===== config.mk =====
export PLATFORM = sky130hd
export DESIGN_NAME = two_class_priority_queue_core
export DESIGN_NICKNAME = d
export VERILOG_FILES = /design/src/rtl/tcpq_pkg.sv /design/src/rtl/tcpq_ram.sv /design/src/rtl/tcpq_ctrl.sv /design/src/rtl/tcpq_dpath.sv /design/src/rtl/two_class_priority_queue_core.sv
export SDC_FILE = /design/constraint.sdc
export NUM_CORES = 1
export LEC_CHECK = 0
export BUFFER_PORTS_ARGS = -buffer_cell sky130_fd_sc_hd__buf_2
export CAP_MARGIN = 20
export CORE_UTILIZATION = 35
export DETAILED_ROUTE_END_ITERATION = 10
export PLACE_DENSITY = 0.53
export SYNTH_ARGS = -nofsm -noshare
export SYNTH_HDL_FRONTEND = slang
export SYNTH_SLANG_ARGS = --single-unit
export TNS_END_PERCENT = 5

===== constraint.sdc =====
create_clock -name clk_i -period 10.97 [get_ports clk_i]
set_input_delay 1.6455 -clock clk_i [delete_from_list [all_inputs] [get_ports clk_i]]
set_output_delay 1.6455 -clock clk_i [all_outputs]
set_load 0.1 [all_outputs]

===== src/rtl/tcpq_pkg.sv =====
// Shared types and constants for the two-class priority queue.
// No dependencies; used by every module in rtl/ except tcpq_ram.
package tcpq_pkg;

  localparam int unsigned CAPACITY = 16;

  localparam int unsigned CODE_W   = 16;
  localparam int unsigned AGE_W    = 8;
  localparam int unsigned WORD_W   = CODE_W + AGE_W;
  localparam int unsigned STATUS_W = 2;
  localparam int unsigned OCC_W    = 5;

  localparam logic REQ_ENQ = 1'b0;
  localparam logic REQ_DEQ = 1'b1;

  typedef enum logic [STATUS_W-1:0] {
    ST_ENQUEUED = 2'd0,
    ST_SERVED   = 2'd1,
    ST_EMPTY    = 2'd2,
    ST_FULL     = 2'd3
  } status_e;

  typedef enum logic [1:0] {
    S_IDLE,
    S_READ,
    S_RESP
  } state_e;

  typedef struct packed {
    logic    set_result;
    status_e status;
    logic    wr_high;
    logic    wr_low;
    logic    rd_high;
    logic    rd_low;
    logic    load_word;
  } cmd_t;

  typedef struct packed {
    logic full;
    logic high_any;
    logic low_any;
  } stat_t;

endpackage


===== src/rtl/tcpq_ram.sv =====
// Generic single-write, single-read RAM with registered read data.
// No dependencies.
module tcpq_ram #(
  parameter int unsigned WIDTH = 24,
  parameter int unsigned DEPTH = 16
) (
  input  logic                     clk_i,
  input  logic                     we_i,
  input  logic [$clog2(DEPTH)-1:0] waddr_i,
  input  logic [WIDTH-1:0]         wdata_i,
  input  logic                     re_i,
  input  logic [$clog2(DEPTH)-1:0] raddr_i,
  output logic [WIDTH-1:0]         rdata_o
);

  logic [WIDTH-1:0] mem_q [DEPTH];
  logic [WIDTH-1:0] rdata_q;

  always_ff @(posedge clk_i) begin
    if (we_i) begin
      mem_q[waddr_i] <= wdata_i;
    end
    if (re_i) begin
      rdata_q <= mem_q[raddr_i];
    end
  end

  assign rdata_o = rdata_q;

endmodule


===== src/rtl/tcpq_ctrl.sv =====
// Request sequencer: accepts a request, issues datapath commands, holds the result.
// Depends on tcpq_pkg.
module tcpq_ctrl (
  input  logic            clk_i,
  input  logic            rst_ni,
  input  logic            in_valid_i,
  output logic            in_stall_o,
  input  logic            req_type_i,
  input  logic            entry_high_i,
  output logic            out_valid_o,
  input  logic            out_stall_i,
  input  tcpq_pkg::stat_t stat_i,
  output tcpq_pkg::cmd_t  cmd_o
);

  tcpq_pkg::state_e state_q, state_d;

  always_ff @(posedge clk_i or negedge rst_ni) begin
    if (!rst_ni) begin
      state_q <= tcpq_pkg::S_IDLE;
    end else begin
      state_q <= state_d;
    end
  end

  always_comb begin
    state_d     = state_q;
    in_stall_o  = 1'b1;
    out_valid_o = 1'b0;
    cmd_o       = '0;
    cmd_o.status = tcpq_pkg::ST_ENQUEUED;
    unique case (state_q)
      tcpq_pkg::S_IDLE: begin
        in_stall_o = 1'b0;
        if (in_valid_i) begin
          cmd_o.set_result = 1'b1;
          state_d = tcpq_pkg::S_RESP;
          if (req_type_i == tcpq_pkg::REQ_ENQ) begin
            if (stat_i.full) begin
              cmd_o.status = tcpq_pkg::ST_FULL;
            end else begin
              cmd_o.status  = tcpq_pkg::ST_ENQUEUED;
              cmd_o.wr_high = entry_high_i;
              cmd_o.wr_low  = !entry_high_i;
            end
          end else if (stat_i.high_any) begin
            cmd_o.status  = tcpq_pkg::ST_SERVED;
            cmd_o.rd_high = 1'b1;
            state_d       = tcpq_pkg::S_READ;
          end else if (stat_i.low_any) begin
            cmd_o.status = tcpq_pkg::ST_SERVED;
            cmd_o.rd_low = 1'b1;
            state_d      = tcpq_pkg::S_READ;
          end else begin
            cmd_o.status = tcpq_pkg::ST_EMPTY;
          end
        end
      end
      tcpq_pkg::S_READ: begin
        cmd_o.load_word = 1'b1;
        state_d         = tcpq_pkg::S_RESP;
      end
      tcpq_pkg::S_RESP: begin
        out_valid_o = 1'b1;
        if (!out_stall_i) begin
          state_d = tcpq_pkg::S_IDLE;
        end
      end
      default: begin
        state_d = tcpq_pkg::S_IDLE;
      end
    endcase
  end

endmodule


===== src/rtl/tcpq_dpath.sv =====
// Datapath: per-class stores, head/tail pointers, counts and result registers.
// Depends on tcpq_pkg and tcpq_ram.
module tcpq_dpath #(
  parameter int unsigned CAPACITY = tcpq_pkg::CAPACITY
) (
  input  logic                            clk_i,
  input  logic                            rst_ni,
  input  tcpq_pkg::cmd_t                  cmd_i,
  output tcpq_pkg::stat_t                 stat_o,
  input  logic [tcpq_pkg::CODE_W-1:0]     entry_code_i,
  input  logic [tcpq_pkg::AGE_W-1:0]      entry_age_i,
  output logic [tcpq_pkg::STATUS_W-1:0]   status_o,
  output logic [tcpq_pkg::CODE_W-1:0]     served_code_o,
  output logic [tcpq_pkg::AGE_W-1:0]      served_age_o,
  output logic                            served_high_o,
  output logic [tcpq_pkg::OCC_W-1:0]      occupancy_o
);

  localparam int unsigned PtrW = $clog2(CAPACITY);
  localparam int unsigned CntW = $clog2(CAPACITY + 1);
  localparam int unsigned SumW = (CntW + 1 > tcpq_pkg::OCC_W) ? CntW + 1 : tcpq_pkg::OCC_W;
  localparam logic [PtrW-1:0] LastPos = PtrW'(CAPACITY - 1);

  logic [PtrW-1:0] high_head_q, high_head_d, high_tail_q, high_tail_d;
  logic [PtrW-1:0] low_head_q, low_head_d, low_tail_q, low_tail_d;
  logic [CntW-1:0] high_cnt_q, high_cnt_d, low_cnt_q, low_cnt_d;
  logic [SumW-1:0] total_now, total_next;

  logic [tcpq_pkg::WORD_W-1:0] wdata;
  logic [tcpq_pkg::WORD_W-1:0] high_rdata, low_rdata;
  logic [tcpq_pkg::WORD_W-1:0] word_q;
  tcpq_pkg::status_e           status_q;
  logic                        served_high_q;
  logic [tcpq_pkg::OCC_W-1:0]  occ_q;

  function automatic logic [PtrW-1:0] next_pos(input logic [PtrW-1:0] p);
    next_pos = (p == LastPos) ? '0 : p + PtrW'(1);
  endfunction

  assign wdata = {entry_code_i, entry_age_i};

  tcpq_ram #(
    .WIDTH(tcpq_pkg::WORD_W),
    .DEPTH(CAPACITY)
  ) u_high_ram (
    .clk_i  (clk_i),
    .we_i   (cmd_i.wr_high),
    .waddr_i(high_tail_q),
    .wdata_i(wdata),
    .re_i   (cmd_i.rd_high),
    .raddr_i(high_head_q),
    .rdata_o(high_rdata)
  );

  tcpq_ram #(
    .WIDTH(tcpq_pkg::WORD_W),
    .DEPTH(CAPACITY)
  ) u_low_ram (
    .clk_i  (clk_i),
    .we_i   (cmd_i.wr_low),
    .waddr_i(low_tail_q),
    .wdata_i(wdata),
    .re_i   (cmd_i.rd_low),
    .raddr_i(low_head_q),
    .rdata_o(low_rdata)
  );

  always_comb begin
    high_head_d = cmd_i.rd_high ? next_pos(high_head_q) : high_head_q;
    high_tail_d = cmd_i.wr_high ? next_pos(high_tail_q) : high_tail_q;
    low_head_d  = cmd_i.rd_low  ? next_pos(low_head_q)  : low_head_q;
    low_tail_d  = cmd_i.wr_low  ? next_pos(low_tail_q)  : low_tail_q;

    high_cnt_d = high_cnt_q;
    if (cmd_i.wr_high) begin
      high_cnt_d = high_cnt_q + CntW'(1);
    end else if (cmd_i.rd_high) begin
      high_cnt_d = high_cnt_q - CntW'(1);
    end
    low_cnt_d = low_cnt_q;
    if (cmd_i.wr_low) begin
      low_cnt_d = low_cnt_q + CntW'(1);
    end else if (cmd_i.rd_low) begin
      low_cnt_d = low_cnt_q - CntW'(1);
    end

    total_now  = SumW'(high_cnt_q) + SumW'(low_cnt_q);
    total_next = SumW'(high_cnt_d) + SumW'(low_cnt_d);
  end

  assign stat_o.full     = (total_now >= SumW'(CAPACITY));
  assign stat_o.high_any = (high_cnt_q != '0);
  assign stat_o.low_any  = (low_cnt_q != '0);

  always_ff @(posedge clk_i or negedge rst_ni) begin
    if (!rst_ni) begin
      high_head_q <= '0;
      high_tail_q <= '0;
      low_head_q  <= '0;
      low_tail_q  <= '0;
      high_cnt_q  <= '0;
      low_cnt_q   <= '0;
    end else begin
      high_head_q <= high_head_d;
      high_tail_q <= high_tail_d;
      low_head_q  <= low_head_d;
      low_tail_q  <= low_tail_d;
      high_cnt_q  <= high_cnt_d;
      low_cnt_q   <= low_cnt_d;
    end
  end

  always_ff @(posedge clk_i) begin
    if (cmd_i.set_result) begin
      status_q      <= cmd_i.status;
      served_high_q <= cmd_i.rd_high;
      occ_q         <= total_next[tcpq_pkg::OCC_W-1:0];
      word_q        <= '0;
    end else if (cmd_i.load_word) begin
      word_q <= served_high_q ? high_rdata : low_rdata;
    end
  end

  assign status_o      = tcpq_pkg::STATUS_W'(status_q);
  assign served_code_o = word_q[tcpq_pkg::WORD_W-1:tcpq_pkg::AGE_W];
  assign served_age_o  = word_q[tcpq_pkg::AGE_W-1:0];
  assign served_high_o = served_high_q;
  assign occupancy_o   = occ_q;

endmodule


===== src/rtl/two_class_priority_queue_core.sv =====
// Two-class strict priority queue: sequencer plus datapath with one store per class.
// Enqueue, full and empty results are registered as the request is taken and are
// valid in the cycle after; a serve result is loaded in S_READ (registered store read)
// and is valid in S_RESP. One request at a time: the next is taken once the result is
// taken. Reset clears pointers, counts and the sequencer; store contents stay undefined
// and are only read after being written. Depends on tcpq_pkg, tcpq_ctrl, tcpq_dpath.
module two_class_priority_queue_core #(
  parameter int unsigned CAPACITY = tcpq_pkg::CAPACITY
) (
  input  logic                          clk_i,
  input  logic                          rst_ni,
  input  logic                          in_valid_i,
  output logic                          in_stall_o,
  input  logic                          req_type_i,
  input  logic [tcpq_pkg::CODE_W-1:0]   entry_code_i,
  input  logic [tcpq_pkg::AGE_W-1:0]    entry_age_i,
  input  logic                          entry_high_i,
  output logic                          out_valid_o,
  input  logic                          out_stall_i,
  output logic [tcpq_pkg::STATUS_W-1:0] status_o,
  output logic [tcpq_pkg::CODE_W-1:0]   served_code_o,
  output logic [tcpq_pkg::AGE_W-1:0]    served_age_o,
  output logic                          served_high_o,
  output logic [tcpq_pkg::OCC_W-1:0]    occupancy_o
);

  tcpq_pkg::cmd_t  cmd;
  tcpq_pkg::stat_t stat;

  tcpq_ctrl u_ctrl (
    .clk_i       (clk_i),
    .rst_ni      (rst_ni),
    .in_valid_i  (in_valid_i),
    .in_stall_o  (in_stall_o),
    .req_type_i  (req_type_i),
    .entry_high_i(entry_high_i),
    .out_valid_o (out_valid_o),
    .out_stall_i (out_stall_i),
    .stat_i      (stat),
    .cmd_o       (cmd)
  );

  tcpq_dpath #(
    .CAPACITY(CAPACITY)
  ) u_dpath (
    .clk_i        (clk_i),
    .rst_ni       (rst_ni),
    .cmd_i        (cmd),
    .stat_o       (stat),
    .entry_code_i (entry_code_i),
    .entry_age_i  (entry_age_i),
    .status_o     (status_o),
    .served_code_o(served_code_o),
    .served_age_o (served_age_o),
    .served_high_o(served_high_o),
    .occupancy_o  (occupancy_o)
  );

endmodule

==> impl_results.md, run 1 <==
- Final nets: just under 2000
- Total chip power: ~9000 uW
- Mapped Area: ~34000 sq um
- Htree depth: 3
- WL final: about 79000 um
- Sw Share: roughly 30%
- Share of power burned in registers: between 40% and 50%
- Hold Vio Cnt, Final: 0
- Cts-stage hold buffer count: 0
- CTS tree: done
- Rows: between 100 and 150
- Share of cells above drive strength 1: 18.53%
- Crit share post-route: ~42%
- Critical Path RT: approximately 11 ns
- Commonest non-fill, non-tap cell in the layout: edfxtp_1
- # Post-CTS Setup Buffers: 0
- Worst r2r path cells: 15
- Most frequent cells in the layout: edfxtp_1, mux2i_1, a221oi_1, mux4_2, nand2_1
- Yosys Warn Count: 0
- WS Path Type: in -> reg
- R2R Path End: u_dpath.occupancy_o[4]
- Vias per inst: around 5.2
- DPL Wire Length: 44170 um
- Post-synth EDFFs: between 800 and 900
- Worst-margin pin slew: around 1.0 ns
- CTS root buffer: clkbuf_16
- FMAX: between 200 and 250 MHz
- Clock Path Buffers: 3
- Core area: 95440 sq um
- Setup slack, reg-to-reg: 6.72 ns
- Number of remaining DRC errors: 0
- Worst-Skew Late Latency: between 0.6 and 0.7 ns
- Tmin final: roughly 4.6 ns
- Worst R2R Start: u_dpath.high_cnt_q[0]
- DR top layer: met4
- Hold Path Origin: u_dpath.word_q[16]
- Register area share after synthesis: between 70% and 80%
- Flops & latches, synth: 876
- Syn_area_per_cell: between 15 and 20 sq um
- Max Clock Skew: 0.02314 ns
- Ys async rst share: under 10%
- Die area: a little under 100000 sq um
- Relative slew slack: between 30% and 40%
- Initial DRC Count: between 1000 and 1500
- Worst setup EP type: register
- Gate power share: 23.7%
- Hold crit path type: reg -> reg
- First-pass GRT wire length: between 100000 and 150000 um
- Setup_tns: 0 ns
- MaxCap Viol Count: 0
- Worst Path Arrival: approximately 5 ns
- Net Sw Power: approximately 2700 uW
- I/O Pins: 64
- RSZ-0062 raised after global routing: no
- Clock power frac: between 30% and 40%
- Num CTS Buffers: 88
- Slew Viols, Final: 0
- GRT overflow: 0
- PortBufs: 63
- Max incr delay on CP: 0.59 ns
- Mapped Nets: 1835
- M1 WL: 35670 um
- Starting Density: between 30% and 40%
- Most common flop cell mapped by yosys: edfxtp_1
- Clock slew at reported path FFs: 0.06 ns
- Met3 wire length: between 3000 and 4000 um
- Antenna viol nets, final: 0
- Die height: around 310 um
- LEAKAGE: 0.01281 uW
- Crit Path Max Fanout: 22
- Startpoint Class: primary input
- GPL Wtd Cong: around 0.79
- Hold path endpoint: u_dpath.word_q[16]
- Worst path cell trace: buf_2 > nand4bb_1 > or3_1 > inv_1 > buf_16 > a21oi_1 > mux2i_1 > o21ai_0 > fa_1 > a21o_1 > a21oi_1 > xor2_1 > xnor2_1 > xnor2_1
- Resize count post-CTS: 0
- Final setup vio count: 0
- Syn-to-layout area delta: 14.20%
- Initial antenna violation count: 1
- Number of diodes: 0
- Gr usage total: approximately 16%
- WL met2: roughly 38000 um
- Slowest CP cell: or3_1
- Int Power: about 6300 uW
- Detailed-route via count: ~17000
- WHS Path Cells: 2
- Die X: around 310 um
- TritonRoute pass-1 iters: 5
- Post-Syn Instances: around 1800
- Vias in the first global route: 17240
- Largest net degree at the start of global routing: approximately 110
- Avg WL per Cell: 24.40 um
- TritonCTS sink count: just under 900
- Yosys cell types: 52
- Post-layout util: approximately two fifths
- PwrDens: roughly 230 nW/um^2
- Max VDD drop: ~0.17 mV
- Status: complete, no violations
-- power by group through the flow --
stage | Combinational [uW] | Sequential, uW | Clock, uW
2_1_floorplan | 1420 | 4180 | 0
3_3_place_gp | 2160 | 4080 | 0
3_5_place_dp | 2190 | 4080 | 0
4_1_cts | 2190 | 4010 | 2970
5_1_grt | 2330 | 4030 | 3100
6_report | 2150 | 4010 | 2900
-- cell usage after synthesis, types with 2 or more instances --
master / n / share of area, %
buf_1: 12 / 0.13
a31oi_1: 2 / 0.037
ha_1: 24 / 0.89
nor2b_1: 3 / 0.055
nor4_1: 6 / 0.11
or3b_2: 2 / 0.052
nand2b_1: 4 / 0.074
o31ai_1: 2 / 0.044
nor2_1: 15 / 0.17
xor2_1: 3 / 0.078
o21ai_0: 83 / 1.2
a22oi_1: 49 / 1.1
a221oi_1: 96 / 2.5
xnor2_1: 14 / 0.36
and3_1: 8 / 0.15
mux2_2: 2 / 0.066
or3_1: 3 / 0.055
a21o_1: 3 / 0.066
mux2i_1: 217 / 6.4
or4b_1: 2 / 0.059
nand4_1: 2 / 0.037
nor4b_1: 8 / 0.21
nand3_1: 4 / 0.059
o2bb2ai_1: 2 / 0.052
edfxtp_1: 824 / 73
nor3_1: 10 / 0.15
nand2_1: 92 / 1.0
buf_2: 18 / 0.27
dfrtp_1: 28 / 2.1
inv_1: 17 / 0.19
dfxtp_1: 24 / 1.4
mux4_2: 96 / 6.4
a21oi_1: 10 / 0.15
and2_1: 11 / 0.20
clkbuf_1: 67 / 0.74
-- worst max-delay path by stage --
stage	slack [ns]	end	startpoint	depth (start not counted)
finish	6.35	u_dpath.occupancy_o[4]	req_type_i	14
global route	6.09	u_dpath.occupancy_o[4]	req_type_i	14
CTS	5.92	u_dpath.occupancy_o[4]	req_type_i	13
detailed placement	5.25	u_dpath.occupancy_o[4]	req_type_i	13
global placement	5.27	u_dpath.occupancy_o[4]	req_type_i	13
floorplan	5.12	u_dpath.u_low_ram.mem_q[0][0]	req_type_i	5
-- cells by family after synthesis --
logic type / share of synthesized area [%]
fa+ha+maj: 0.9453
compound gates: 5.358
mux: 12.86
flops: 76.51
buf+inv: 1.344
simple gates: 2.551
xor+xnor: 0.4394
-- area by class of cell --
type / count / area [sq um]
Clock buffer: 116 / 2401
Clock inverter: 42 / 359.1
Fill cell: 8437 / 56740
Inverter: 17 / 63.81
Multi-Input combinational cell: 789 / 7625
Sequential cell: 876 / 25930
Tap cell: 1265 / 1583
Timing Repair Buffer: 114 / 730.7
-- metal layers --
metal	track usage [%]	vias up
li1	-	7500
met1	22.34	8876
met2	26.21	363
met3	2.699	92
met4	4.645	0
met5	0	-
-- worst max-delay path: cells and delay by family --
family	cells	cell delay, ns
AOI/OAI and AO/OA	4	0.65
xor gates and xnor gates	3	0.42
adders and majority gates	1	0.53
buffers and inverters	3	0.74
muxes	1	0.12
and+or+nand+nor	2	0.91
-- sequential cells by signal (all words and copies together) (netlist names), 4 cells and up --
name / count
u_dpath.low_cnt_q: 5
u_dpath.u_high_ram.mem_q: 384
u_dpath.high_tail_q: 4
u_dpath.u_low_ram.mem_q: 384
u_dpath.low_head_q: 4
u_dpath.high_cnt_q: 5
u_dpath.low_tail_q: 4
u_dpath.u_low_ram.rdata_o: 24
u_dpath.high_head_q: 4
u_dpath.occupancy_o: 5
u_dpath.word_q: 24
u_dpath.u_high_ram.rdata_o: 24
-- stage by stage --
step | instances | worst slack [ns] | cell area, sq um | hold WS (ns)
2_1_floorplan | 1780 | 5.123 | 33890 | 0.4883
3_3_place_gp | 3060 | 5.266 | 35910 | 0.4366
3_5_place_dp | 3060 | 5.248 | 35910 | 0.4371
4_1_cts | 3218 | 5.919 | 38670 | 0.4512
5_1_grt | 3219 | 6.092 | 38700 | 0.4781
6_report | 3219 | 6.349 | 38700 | 0.4492
No activity file was read; power rests on OpenSTA's default activity.
==> inputs of run 2 (changes only) <==
Clock period 10.97 ns to 4.66 ns, I/O delays scaled along.
==> impl_results.md, run 2 (same netlist as run 1, synthesis figures left out) <==
- Initial DRC Count: 1467 (+7.9%)
- Max Clock Skew: 0.02054 ns (-0.002594 ns)
- Slew Viols, Final: 0 (unchanged)
- Starting Density: 35.51% (unchanged)
- Number of remaining DRC errors: 0 (unchanged)
- Relative slew slack: 28.51% (-1.9 points)
- Setup slack, reg-to-reg: 0.77 ns (-5.95 ns)
- TritonCTS sink count: 876 (unchanged)
- Cts-stage hold buffer count: 0 (unchanged)
- WS Path Type: reg -> reg
- TritonRoute pass-1 iters: 5 (unchanged)
- Die X: 313.2 um (unchanged)
- Core area: 95440 sq um (unchanged)
- First-pass GRT wire length: 116300 um (about the same)
- DPL Wire Length: 45310 um (+2.6%)
- Worst-Skew Late Latency: 0.64 ns (about the same)
- Share of cells above drive strength 1: 19.54% (+1.0 points)
- Slowest CP cell: or3_1
- Crit share post-route: 83.45%
- Tmin final: a little under 4 ns
- Max incr delay on CP: 0.61 ns (+0.02 ns)
- Largest net degree at the start of global routing: 60 (-46%)
- Worst setup EP type: register
- I/O Pins: 64 (unchanged)
- RSZ-0062 raised after global routing: no
- Initial antenna violation count: 0 (-1)
- Detailed-route via count: 16920 (+0.55%)
- Crit Path Max Fanout: 10 (-55%)
- Rows: 113 (unchanged)
- Commonest non-fill, non-tap cell in the layout: edfxtp_1
- Most Frequent Cell on Critical Path: xnor2_1
- Final setup vio count: 0 (unchanged)
- Delay-heaviest family, CP: adder cells
- Worst R2R Start: u_dpath.low_cnt_q[2]
- Dpl cell area: 36010 sq um (+0.29%)
- GPL Wtd Cong: 0.7838 (-1.1%)
- Htree depth: 3 (unchanged)
- Final nets: 1952 (+0.57%)
- Resize count post-CTS: 0 (unchanged)
- Die height: 313.2 um (unchanged)
- LEAKAGE: 0.01295 uW (+1.1%)
- Worst path cell trace: ha_1 > and4_1 > o21a_1 > or3_1 > mux2i_1 > o21ai_0 > fa_1 > a21o_1 > a21oi_1 > xor2_1 > xnor2_1 > xnor2_1
- Gr usage total: 16.04% (-0.097 points)
- Num CTS Buffers: 90 (+2.3%)
- Worst r2r path cells: 12 (-3)
- Status: complete, no violations
- Clock slew at reported path FFs: 0.06 ns (about the same)
- Antenna viol nets, final: 0 (unchanged)
- GRT overflow: 0 (unchanged)
- CTS root buffer: clkbuf_16
- R2R Path End: u_dpath.occupancy_o[4]
- Setup_tns: 0 ns (unchanged)
- WL final: 78450 um (-0.13%)
- FMAX: 257.2 MHz
- Die area: 98070 sq um (unchanged)
- Vias per inst: 5.231 (about the same)
- Most frequent cells in the layout: edfxtp_1, mux2i_1, a221oi_1, mux4_2, nand2_1
- Hold crit path type: in -> async
- PwrDens: 556.4 nW/um^2 (+140%)
- Number of diodes: 0 (unchanged)
- Final instance area: 38960 sq um (+0.69%)
- PortBufs: 63 (unchanged)
- Syn-to-layout area delta: 14.98%
- # Post-CTS Setup Buffers: 0 (unchanged)
- Startpoint Class: register
- Clock Path Buffers: 3 (unchanged)
- Worst-margin pin slew: 1.072 ns (+0.02891 ns)
- Buf+Inv Stages, Crit Path: 0 (-3)
- Post-layout util: 40.83% (+0.28 points)
- Regs by FF count: u_dpath.u_high_ram.mem_q: 384 flops, u_dpath.u_low_ram.mem_q: 384 flops
- Avg WL per Cell: 24.25 um (-0.63%)
- MaxCap Viol Count: 0 (unchanged)
- CTS tree: done
- Hold Vio Cnt, Final: 0 (unchanged)
- Vias in the first global route: 17560 (+1.8%)
- Critical Path RT: 5.04 ns (-6.32 ns)
- Max VDD drop: 0.2936 mV (+74%)
- Worst Path Arrival: 4.27 ns (-0.75 ns)
## run 2: cell count changes in the layout (fill, tap and decap cells not counted), sizes merged
cell,delta
clkinv,+11
clkinvlp,+2
clkbuf,-10
bufinv,+3
inv,+1
buf,+9
## run 2: worst max-delay path by stage
stage                                from                            end  depth (start not counted)
floorplan                      req_type_i  u_dpath.u_low_ram.mem_q[0][0]                          5
global placement               req_type_i         u_dpath.occupancy_o[4]                         11
detailed placement             req_type_i         u_dpath.occupancy_o[4]                         11
CTS                  u_dpath.low_cnt_q[2]         u_dpath.occupancy_o[4]                         12
global route        u_dpath.high_cnt_q[2]         u_dpath.occupancy_o[4]                         12
finish               u_dpath.low_cnt_q[2]         u_dpath.occupancy_o[4]                         12
## run 2: routing by layer
metal / wire [um] / share of wire (%) / track usage [%]
met1: 35100 / 45 / 22.28
met2: 37950 / 48 / 26.28
met3: 4195 / 5.3 / 2.706
met4: 1209 / 1.5 / 3.869
met5: 0 / 0 / 0
## run 2: stage by stage
stage          power, uW  hold WS [ns]  std cells  worst slack, ns
6_report           21680        0.1407       3235           0.7713
5_1_grt            22600        0.1656       3235           0.5353
4_1_cts            21960        0.1276       3234           0.7561
3_5_place_dp       14830        0.4391       3069           0.4902
3_3_place_gp       14780        0.4322       3069           0.5175
2_1_floorplan      13200        0.4034       1780          -0.2404
## run 2: where the power goes
group          leakage, uW  internal, uW  switching (uW)
Clock              0.00143          4110            3000
Combinational      0.00356          1960            3100
Sequential         0.00795          9030             480
Total               0.0129         15100            6580
## run 2: layout make-up
type	instances	area, sq um
Timing Repair Buffer	123	823.3
Tap cell	1265	1583
Fill cell	8420	56470
Sequential cell	876	25930
Clock buffer	106	2332
Multi-Input combinational cell	789	7625
Clock inverter	59	600.6
Inverter	17	63.81
==> inputs of run 3 (changes only) <==
Settings changed: PLACE_DENSITY 0.53 to 0.54.
Clock period 4.66 ns to 3.2 ns, I/O delays scaled along.
==> impl_results.md, run 3 (same netlist as run 1, synthesis figures left out) <==
- Status: finished, violations left
- Failing checks: setup timing
- GRT overflow: 0 (unchanged)
- Antenna viol nets, final: 0 (unchanged)
- First-pass GRT wire length: 119900 um (+3.1%)
- Die height: 313.2 um (unchanged)
- Regs by FF count: u_dpath.u_high_ram.mem_q: 384 flops, u_dpath.u_low_ram.mem_q: 384 flops
- Setup_tns: -0.2684 ns (-0.2684 ns)
- Final nets: 2015 (+3.2%)
- TritonRoute pass-1 iters: 5 (unchanged)
- Starting Density: 35.51% (unchanged)
- Max VDD drop: 0.5866 mV (+100%)
- WL final: 81300 um (+3.6%)
- Startpoint Class: register
- PwrDens: 805.9 nW/um^2 (+45%)
- Share of power burned in registers: 42.4% (-1.5 points)
- Fin cells: 3303 (+2.1%)
- Gate power share: 25.4% (+2.1 points)
- Most frequent cells in the layout: edfxtp_1, mux2i_1, a221oi_1, mux4_2
- Clock power frac: 32.3% (-0.5 points)
- I/O Pins: 64 (unchanged)
- Die X: 313.2 um (unchanged)
- Core area: 95440 sq um (unchanged)
- FMAX: 290.4 MHz (+13%)
- Detailed-route via count: 17490 (+3.4%)
- PortBufs: 63 (unchanged)
- Sw Share: 29.89% (-0.46 points)
- Most Crowded Layer GR: met2
- WS Path Type: reg -> reg
- Gr usage total: 16.63% (+0.59 points)
- RSZ-0062 raised after global routing: yes
- Initial DRC Count: 1430 (-2.5%)
- Final setup vio count: 2 (+2)
- CTS root buffer: clkbuf_16
- Global routing usage on met2: 26.36% (+0.075 points)
- Commonest non-fill, non-tap cell in the layout: edfxtp_1
- Crit Path Max Fanout: 3 (-7)
- Num CTS Buffers: 90 (unchanged)
- Avg WL per Cell: 24.61 um (+1.5%)
- Placed Instances: 3125 (+1.8%)
- Vias in the first global route: 17790 (+1.4%)
- Fillers: 8322 (-1.2%)
- DP Worst Slack: -0.4674 ns (-0.9576 ns)
- Total chip power: 32310 uW (+49%)
- Crit share post-route: 107.6% (+24 points)
- Initial antenna violation count: 3 (+3)
- Multi-input gate area: 7851 sq um (+3.0%)
- Vias per inst: 5.295 (+1.2%)
- TritonCTS sink count: 876 (unchanged)
- Hold crit path type: in -> reg
- DPL Wire Length: 46270 um (+2.1%)
- Seq. cell area: 25930 sq um (unchanged)
- Slew Viols, Final: 0 (unchanged)
- Hold Vio Cnt, Final: 0 (unchanged)
- GPL Wtd Cong: 0.7692 (-1.9%)
- Max Clock Skew: 0.02572 ns (+0.005180 ns)
- MaxCap Viol Count: 0 (unchanged)
- Final worst slack: -0.2434 ns (-1.015 ns)
- CTS tree: done
- Tmin final: 3.443 ns (-0.4453 ns)
- Clock slew at reported path FFs: 0.06 ns (about the same)
- Relative slew slack: 24.39% (-4.1 points)
- Rows: 113 (unchanged)
- Worst Path Arrival: 3.82 ns (-0.45 ns)
- Syn-to-layout area delta: 18.32%
- Largest net degree at the start of global routing: 52 (-13%)
- LEAKAGE: 0.01339 uW (+3.4%)
- Htree depth: 3 (unchanged)
- Worst-margin pin slew: 1.134 ns (+0.06172 ns)
- Int Power: 22650 uW (+50%)
- Grt met3 use: 2.501% (-0.21 points)
- Number of remaining DRC errors: 0 (unchanged)
- Worst-Skew Late Latency: 0.64 ns (about the same)
- Critical Path RT: 3.57 ns (-1.47 ns)
- Worst setup EP type: register
- Net Sw Power: 9659 uW (+47%)
- Die area: 98070 sq um (unchanged)
- Share of cells above drive strength 1: 22.78% (+3.2 points)
- Clock Path Buffers: 3 (unchanged)
- Met1 GRT Util: 23.77% (+1.5 points)
-- run 3: changes by cell type in the layout (fill, tap and decap cells not counted), moves of 5 or more --
cell	delta
buf_12	+32
buf_4	+30
clkbuf_1	+7
clkbuf_8	+5
nor4_4	+5
-- run 3: cell type report --
class / count / share of cell area, %
Antenna cell: 1 / 0.006241
Inverter: 17 / 0.1685
Multi-Input combinational cell: 789 / 19.58
Sequential cell: 876 / 64.69
Clock buffer: 119 / 6.117
Clock inverter: 50 / 1.264
Tap cell: 1265 / 3.948
Timing Repair Buffer: 186 / 4.229
-- run 3: metrics by stage --
stage	cell area (sq um)	hold WS (ns)	util, %
finish	40090	0.07482	42.01
detailed placement	36900	0.4420	38.66
global placement	36900	0.4380	38.66
global route	40090	0.06125	42.01
CTS	39970	0.04299	41.89
floorplan	33950	0.1844	-
-- run 3: timing repair --
action	CTS	global route
gates resized for setup	18	12
setup buffers	3	4
hold buffers	1	0
endpoints found under the hold margin	28	0
setup endpoints to repair	2	2
pin swaps	9	18
-- run 3: final timing paths --
path	to	from	slack (ns)	depth (start not counted)
worst max-delay path	u_dpath.occupancy_o[4]	u_dpath.high_cnt_q[1]	-0.24	14
worst min-delay path	u_ctrl.state_q[1]	out_stall_i	0.07	2
worst max register to register	u_dpath.occupancy_o[4]	u_dpath.high_cnt_q[1]	-0.24	14
worst min register to register	u_dpath.word_q[17]	u_dpath.word_q[17]	0.46	2
max in group asynchronous	u_dpath.high_head_q[0]	rst_ni	2.15	2
min in group asynchronous	u_dpath.low_tail_q[2]	rst_ni	0.47	2
-- run 3: critical path, cell delays in order, from the launching register on --
cell,delay [ns]
dfrtp_1,0.39
inv_2,0.09
ha_4,0.14
or4b_4,0.45
or3_4,0.44
buf_6,0.14
nand2_4,0.07
xnor2_4,0.09
ha_4,0.18
fa_2,0.38
a21o_1,0.22
a21oi_4,0.18
xor2_2,0.16
xnor2_1,0.15
xnor2_1,0.09
-- run 3: power by group through the flow --
stage	Sequential [uW]	Combinational [uW]	Clock, uW
finish	13700	8200	10400
detailed placement	13900	7950	0
global placement	13900	7860	0
CTS	13700	8080	10700
floorplan	14300	4910	0
global route	13700	8830	11100
-- run 3: routing by layer --
metal,wire length [um],vias up
met1,37260,9237
met5,13,-
met2,38230,480
met4,1673,2
li1,-,7661
met3,4133,111
